===== config.mk =====
export PLATFORM = sky130hd
export DESIGN_NAME = mvng_alu
export DESIGN_NICKNAME = d
export VERILOG_FILES = /design/src/rtl/mvng_pkg.sv /design/src/rtl/mvng_alu.sv
export SDC_FILE = /design/constraint.sdc
export NUM_CORES = 2
export LEC_CHECK = 0
export BUFFER_PORTS_ARGS = -buffer_cell sky130_fd_sc_hd__buf_2
export CORE_ASPECT_RATIO = 0.7
export CORE_UTILIZATION = 60
export CTS_BUF_LIST = sky130_fd_sc_hd__clkbuf_8
export DETAILED_ROUTE_END_ITERATION = 6
export GPL_TIMING_DRIVEN = 0
export PLACE_DENSITY = 0.82
export SYNTH_ARGS = -nofsm -noshare
export SYNTH_HDL_FRONTEND = slang
export SYNTH_SLANG_ARGS = --single-unit

===== constraint.sdc =====
create_clock -name clock -period 9.5 [get_ports clock]
set_clock_uncertainty 0.1 [all_clocks]
set_input_delay 1.9 -clock clock [delete_from_list [all_inputs] [get_ports clock]]
set_output_delay 1.9 -clock clock [all_outputs]
set_load 0.03 [all_outputs]

===== src/rtl/mvng_pkg.sv =====
package mvng_pkg;

   // command codes on req_cmd
   localparam int CMD_W = 2;
   localparam logic [CMD_W-1:0] CMD_LOAD_POS  = 2'd0;
   localparam logic [CMD_W-1:0] CMD_LOAD_FACE = 2'd1;
   localparam logic [CMD_W-1:0] CMD_COMPUTE   = 2'd2;
   localparam logic [CMD_W-1:0] CMD_READ      = 2'd3;

   // default store depths
   localparam int MAX_VERTS_DEFAULT = 256;
   localparam int MAX_FACES_DEFAULT = 512;

   // field widths
   localparam int SLOT_W   = 9;
   localparam int VIDX_W   = 8;
   localparam int POS_W    = 16;
   localparam int NORM_W   = 16;
   localparam int CORNER_W = 2;

   // datapath widths
   localparam int EDGE_W   = POS_W + 1;       // difference of two positions
   localparam int MUL_W    = 22;              // shared multiplier operand
   localparam int PROD_W   = 2 * MUL_W;
   localparam int CROSS_W  = 35;              // cross product component
   localparam int ABS_W    = CROSS_W - 1;
   localparam int NRM_TOP  = 20;              // normalized range [2^19, 2^20)
   localparam int FRAC_W   = 14;              // Q1.14
   localparam int SQ_W     = 44;              // sum of squares
   localparam int ROOT_W   = SQ_W / 2;
   localparam int QUO_W    = 16;              // quotients stay below 2^16
   localparam int FDVD_W   = ABS_W + 1;       // face divide dividend

   // shared unit operations
   typedef enum logic [1:0] {
      ALU_MUL  = 2'd0,
      ALU_SQRT = 2'd1,
      ALU_DIV  = 2'd2
   } alu_op_type;

   typedef struct packed {
      logic       start;
      alu_op_type op;
   } alu_ctl_type;

endpackage


===== src/rtl/mvng_alu.sv =====
module mvng_alu import mvng_pkg::*; #(
   parameter int DVD_W = 35,
   parameter int DVS_W = 22
) (
   input  logic                     clock,
   input  logic                     reset,
   input  alu_ctl_type              ctl,
   input  logic signed [MUL_W-1:0]  mul_a,
   input  logic signed [MUL_W-1:0]  mul_b,
   input  logic [SQ_W-1:0]          sq_in,
   input  logic [DVD_W-1:0]         dividend,
   input  logic [DVS_W-1:0]         divisor,
   output logic signed [PROD_W-1:0] prod,
   output logic [ROOT_W-1:0]        root,
   output logic [QUO_W-1:0]         quot,
   output logic                     done
);

   localparam int CNT_W = $clog2(QUO_W);

   logic signed [PROD_W-1:0] prod_ff, prod_in;
   logic [SQ_W-1:0]  sv_ff, sv_in, sr_ff, sr_in, sb_ff, sb_in;
   logic [DVS_W-1:0] rem_ff, rem_in, dvs_ff, dvs_in;
   logic [QUO_W-1:0] lo_ff, lo_in, quo_ff, quo_in;
   logic [CNT_W-1:0] cnt_ff, cnt_in;
   logic             sq_busy_ff, sq_busy_in, dv_busy_ff, dv_busy_in, done_ff, done_in;

   logic [SQ_W-1:0]  trial;
   logic             take;
   logic [DVS_W:0]   part;
   logic [DVS_W:0]   diff;
   logic             ge;

   // one root bit per cycle, one quotient bit per cycle
   always_comb begin
      trial = sr_ff + sb_ff;
      take  = (sv_ff >= trial);
      part  = {rem_ff, lo_ff[QUO_W-1]};
      diff  = part - {1'b0, dvs_ff};
      ge    = (part >= {1'b0, dvs_ff});

      prod_in    = prod_ff;
      sv_in      = sv_ff;
      sr_in      = sr_ff;
      sb_in      = sb_ff;
      rem_in     = rem_ff;
      dvs_in     = dvs_ff;
      lo_in      = lo_ff;
      quo_in     = quo_ff;
      cnt_in     = cnt_ff;
      sq_busy_in = sq_busy_ff;
      dv_busy_in = dv_busy_ff;
      done_in    = 1'b0;

      if (ctl.start) begin
         case (ctl.op)
            ALU_MUL: begin
               prod_in = mul_a * mul_b;
            end
            ALU_SQRT: begin
               sv_in      = sq_in;
               sr_in      = '0;
               sb_in      = SQ_W'(1) << (SQ_W - 2);
               sq_busy_in = 1'b1;
            end
            ALU_DIV: begin
               rem_in     = DVS_W'(dividend >> QUO_W);
               lo_in      = dividend[QUO_W-1:0];
               dvs_in     = divisor;
               quo_in     = '0;
               cnt_in     = CNT_W'(QUO_W - 1);
               dv_busy_in = 1'b1;
            end
            default: ;
         endcase
      end

      if (sq_busy_ff) begin
         if (take) begin
            sv_in = sv_ff - trial;
            sr_in = (sr_ff >> 1) + sb_ff;
         end else begin
            sr_in = sr_ff >> 1;
         end
         sb_in = sb_ff >> 2;
         if (sb_ff == SQ_W'(1)) begin
            sq_busy_in = 1'b0;
            done_in    = 1'b1;
         end
      end

      if (dv_busy_ff) begin
         rem_in = ge ? DVS_W'(diff) : DVS_W'(part);
         quo_in = {quo_ff[QUO_W-2:0], ge};
         lo_in  = lo_ff << 1;
         cnt_in = cnt_ff - 1'b1;
         if (cnt_ff == '0) begin
            dv_busy_in = 1'b0;
            done_in    = 1'b1;
         end
      end
   end

   always_ff @(posedge clock) begin
      if (reset) begin
         sq_busy_ff <= 1'b0;
         dv_busy_ff <= 1'b0;
         done_ff    <= 1'b0;
      end else begin
         sq_busy_ff <= sq_busy_in;
         dv_busy_ff <= dv_busy_in;
         done_ff    <= done_in;
      end
   end

   always_ff @(posedge clock) begin
      prod_ff <= prod_in;
      sv_ff   <= sv_in;
      sr_ff   <= sr_in;
      sb_ff   <= sb_in;
      rem_ff  <= rem_in;
      dvs_ff  <= dvs_in;
      lo_ff   <= lo_in;
      quo_ff  <= quo_in;
      cnt_ff  <= cnt_in;
   end

   assign prod = prod_ff;
   assign root = sr_ff[ROOT_W-1:0];
   assign quot = quo_ff;
   assign done = done_ff;

endmodule


======== Yosys cells after proc, flatten, opt, wreduce, memory -nomap -nowiden ========
Index checks and enable logic that the tools add are counted.
word-level totals
  register bits ........................... 258
  bits in latches ......................... 0
  RAM bits ................................ 0
  memory bits (read-only) ................. 0
  output and inout bits ................... 83
  memories kept ........................... 0
operators by class
  $add $sub $neg .......................... 5
  $mul .................................... 1
  div/mod/pow operators ................... 0
  $lt $le $gt $ge ......................... 2
  equality and inequality tests ........... 3
  shift-type cells ........................ 0
  muxes and demuxes ....................... 36
  bitwise logic cells ..................... 0
  reduce and logical (&&, ||, !) cells .... 11
operator list
  kind                 number
  $mux 44              8
  $mux 16              6
  $mux 22              4
  $mux 42              2
  $add 43x43->44       1
  $add 44x43->44       1
  $ge 44x44->1         1
  $mul 22x22->44       1
  $sub 44x44->44       1
  $eq 43x1->1 const B  1
  $mux 41              1
  $ge 23x22->1         1
  $sub 22x22->22       1
  $mux 1               12
  $mux 4               3
  $reduce_and 2->1     5
  $reduce_bool 2->1    4
  $logic_not 4->1      1
  $sub 4x1->4 const B  1
  $eq 2x1->1 const B   1
  $eq 2x2->1 const B   1
  $logic_not 2->1      1

======== Longest topological paths before layout ========
  depth in word-level cells ............... 5
  depth in mapped cells ................... 26

======== Worst setup path before layout ========
OpenSTA, ideal clock, no wires.
  path kind ............................... input to register
  start ................................... input port mul_b[1]
  end ..................................... register prod_ff[42], in the netlist prod[42], data pin
  setup time .............................. 0.262 ns
  arrival ................................. 8.106 ns
  data required time ...................... 9.138 ns
  slack ................................... 1.031 ns
  stages on the path ...................... 25
  cells stage by stage .................... clkbuf_1 > nand2_1 > inv_1 > fa_1 > fa_1 > inv_1 > fa_1 > inv_1 > fa_1 > fa_1 > fa_1 > inv_1 > fa_1 > inv_1 > ha_1 > and3_1 > and2_1 > a221o_1 > nand2_1 > o211ai_1 > nor2_1 > a31oi_1 > a211oi_1 > a21oi_1 > xor2_1
between the ends
  longest elaborated chain between the ends .. 1
RTL lines
  item                    line             RTL
  start: declaration      mvng_alu.sv:9    input logic signed [MUL_W-1:0] mul_b,
  $mul 22x22->44          mvng_alu.sv:58   prod_in = mul_a * mul_b;
  end signal: assignment  mvng_alu.sv:117  prod_ff <= prod_in;
  end: declaration        mvng_alu.sv:21   logic signed [PROD_W-1:0] prod_ff, prod_in;
No other way between the ends.
A chain may end at the register's enable or synchronous reset.

======== Worst setup path after layout ========
  start ................................... input port mul_b[7]
  end ..................................... register prod_ff[42], in the netlist prod[42], data pin
Same word-level chain as after synthesis.

==> results.cfg <==
[synth]
postSynthCellCount = 3522
synth_nets = 4423
yosys.area_share.simple_pct = 14.7
synth_most_common_cell = inv_1
synth_area_um2 = 33100
yosysSeqAreaShare_pct = 20.0
synthMuxAreaShare_pct = 1.55
synth_top_family_by_area = adder cells
ys_types = 84
yosys_warnings = 0
synth_area_leader_cell = fa_1
yosys-top-cells-area = fa_1, edfxtp_1, ha_1
synth_fa_ha_area_share_pct = 39.8
synth_ff_type = edfxtp_1
synth_edf_count = 188
synth_compound_area_share_pct = 10.5
ys_seq_elements = 237
synthArstFlopShare_pct = 0
synth_common_cells = inv_1, fa_1, nand2_1, ha_1, and2_1
synth_top_area_share_pct = 30.4
synthXorXnorAreaFrac_pct = 4.81
synth.avg_cell_area_um2 = 9.40

[finish]
regArea_um2 = 6630
syn_to_final_growth_pct = 9.09
layout-drive-gt1-share_pct = 10.0
filler_cell_count = 4298
fin_nets = 4704
finalCoreUtilization_pct = 66.8
multi_input_area_um2 = 23600

[place]
dp_hpwl_um = 75200
place_congestion = 1.07
port_buffers = 232

[flow_run]
cap_violations = 0

[global_routing]
track_usage_pct = 33.4
grt_pass1_vias = 25600
antenna_found_initial = 3
grt_max_degree = 66
grt_pass1_wl_um = 143000
grt.overflow.total = 0

[drt]
drtAntennaViolNets = 0
drt_iter0_markers = 2873
via_per_inst = 5.76
drt-total-wl_um = 91300
vias = 26300
route.detailed.drc = 0
routedWlPerCell_um = 20.0
drt_pass1_iterations = 6

[setup_path]
start_kind = input pin
reg2reg_depth = 21
worstSetupEndpointType = flip-flop
crit_path_max_fanout = 10
worstPathRequired_ps = 9780
crit_arrival_ps = 9620
r2r_setup_slack_ps = 2740
worstReg2RegEnd = sr_ff[43]
rr_startpoint = sr_ff[4]
worstSetupPathType = in -> reg

[sta]
hold_viol_final = 0
fmax_mhz = 107
setup_viol = 0
grt_setup_unrepaired = no
fin_crit_ps = 9340
drv_slew = 0
min_period_over_period_pct = 98.3
maxSlewHeadroom_pct = 34.3
worst_slew_pin_slew_ps = 979

[worst_hold_path]
holdPathStages = 2
hold_start = lo_ff[3]
min_path_type = reg -> reg
min_to = lo_ff[4]

[floorplan]
core-area_um2 = 54100
ios = 233
die-area_um2 = 56100
die_w_um = 283
start_util_pct = 61.2
die_height_um = 199
rows = 71

[clock_tree]
cts_buffers = 42
clock_latency_ps = 640
clockBufferDepth = 3
cts_setup_buffers = 0
clk_pin_slew_ps = 70
clkSinkCount = 237
postCtsHoldBufs = 0
cts_tree = yes
root_buffer = clkbuf_8
h-tree-depth = 2

[run_status]
status = completed
cells by family after synthesis:
family,Yosys count
and+or+nand+nor,1033
AOI/OAI and AO/OA,533
buffers and inverters,736
xor gates and xnor gates,182
adders and majority gates,751
muxes,50
DFF,237
cells in the final DEF, fill, tap and decap left out, drive strengths merged, types with 4 or more instances in the layout:
master / Yosys / layout
fa: 503 / 503
clkinv: 2 / 17
a211o: 7 / 7
a31oi: 59 / 59
a21boi: 6 / 6
nor3: 15 / 15
o211ai: 10 / 10
a41oi: 4 / 4
a311oi: 6 / 6
a21o: 69 / 69
nor2b: 25 / 25
nand2b: 12 / 12
nand3: 24 / 24
a31o: 15 / 15
o21a: 13 / 13
nor2: 196 / 196
xor2: 75 / 75
or3: 14 / 14
inv: 567 / 576
nand4: 19 / 19
o21bai: 21 / 21
clkbuf: 132 / 180
mux2i: 40 / 40
a21oi: 152 / 152
o21ai: 98 / 98
dfxtp: 49 / 49
mux2: 10 / 10
edfxtp: 188 / 188
nand2: 441 / 441
buf: 35 / 272
diode: 0 / 5
and2: 237 / 237
o31ai: 9 / 9
ha: 248 / 248
xnor2: 107 / 107
and4: 4 / 4
and3: 22 / 22
nor4: 8 / 8
a211oi: 38 / 38
registers in the layout, summed over array words and instances, names as in the netlist, 4 cells and up:
| signal | flops |
|---|---|
| cnt_ff | 4 |
| dvs_ff | 22 |
| lo_ff | 16 |
| prod | 44 |
| quot | 16 |
| rem_ff | 22 |
| sb_ff | 22 |
| sr_ff | 44 |
| sv_ff | 44 |
critical path: stages:
cell and delay (ps):
buf_2 240, clkbuf_1 630, nand2_1 190, fa_1 560
fa_1 550, inv_1 50, fa_1 490, inv_1 60
fa_1 540, inv_1 50, fa_1 460, fa_1 500
inv_1 50, fa_1 470, inv_1 40, ha_1 330
and3_1 340, a311oi_4 610, a21oi_1 250, nor2_1 370
a31oi_1 220, a211oi_1 380, a21oi_1 140, xor2_1 180
metal layers:
layer	global-route usage, %	wire length, um	share of wire (%)
met3	11.5	12700	14
met4	8.75	2620	2.9
met5	0	13	0.014
met2	45.2	36000	39
met1	50.5	40000	44
timing repair:
| item | 4_1_cts | 5_1_grt |
|---|---|---|
| endpoints found under the hold margin | 0 | 0 |
| resized for setup | 1 | 6 |
| setup endpoints to repair | 1 | 3 |
stage by stage:
step	cell area [um2]	hold WS, ps	instances	TNS (ps)	setup WS, ps
CTS	36100	351	4565	0	386
finish	36100	388	4570	0	161
detailed placement	35300	386	4489	-2850	-749
global placement	35200	378	4484	-2220	-660
floorplan	33100	360	3522	0	1030
global route	36100	415	4565	0	15.5
area by class of cell:
cell class / instances / share of cell area, %
Antenna cell: 5 / 0.0346
Buffer: 167 / 2.05
Sequential cell: 237 / 18.3
Inverter: 569 / 5.92
Multi-Input combinational cell: 2549 / 65.5
Timing Repair Buffer: 237 / 3.39
Clock inverter: 28 / 0.440
Tap cell: 730 / 2.53
Clock buffer: 48 / 1.83
worst max-delay path by stage:
| stage | startpoint | cells past startpoint | to |
|---|---|---|---|
| 6_report | mul_b[7] | 24 | prod[42] |
| 5_1_grt | mul_b[7] | 24 | prod[42] |
| 4_1_cts | mul_b[7] | 26 | prod[42] |
| 3_5_place_dp | mul_b[7] | 24 | prod[42] |
| 3_3_place_gp | mul_b[7] | 24 | prod[42] |
| 2_1_floorplan | mul_b[1] | 25 | prod[42] |
Power is left out: the tool's default activity adds up to more than one toggle a clock period on the data nets, which glitch-free logic cannot reach.
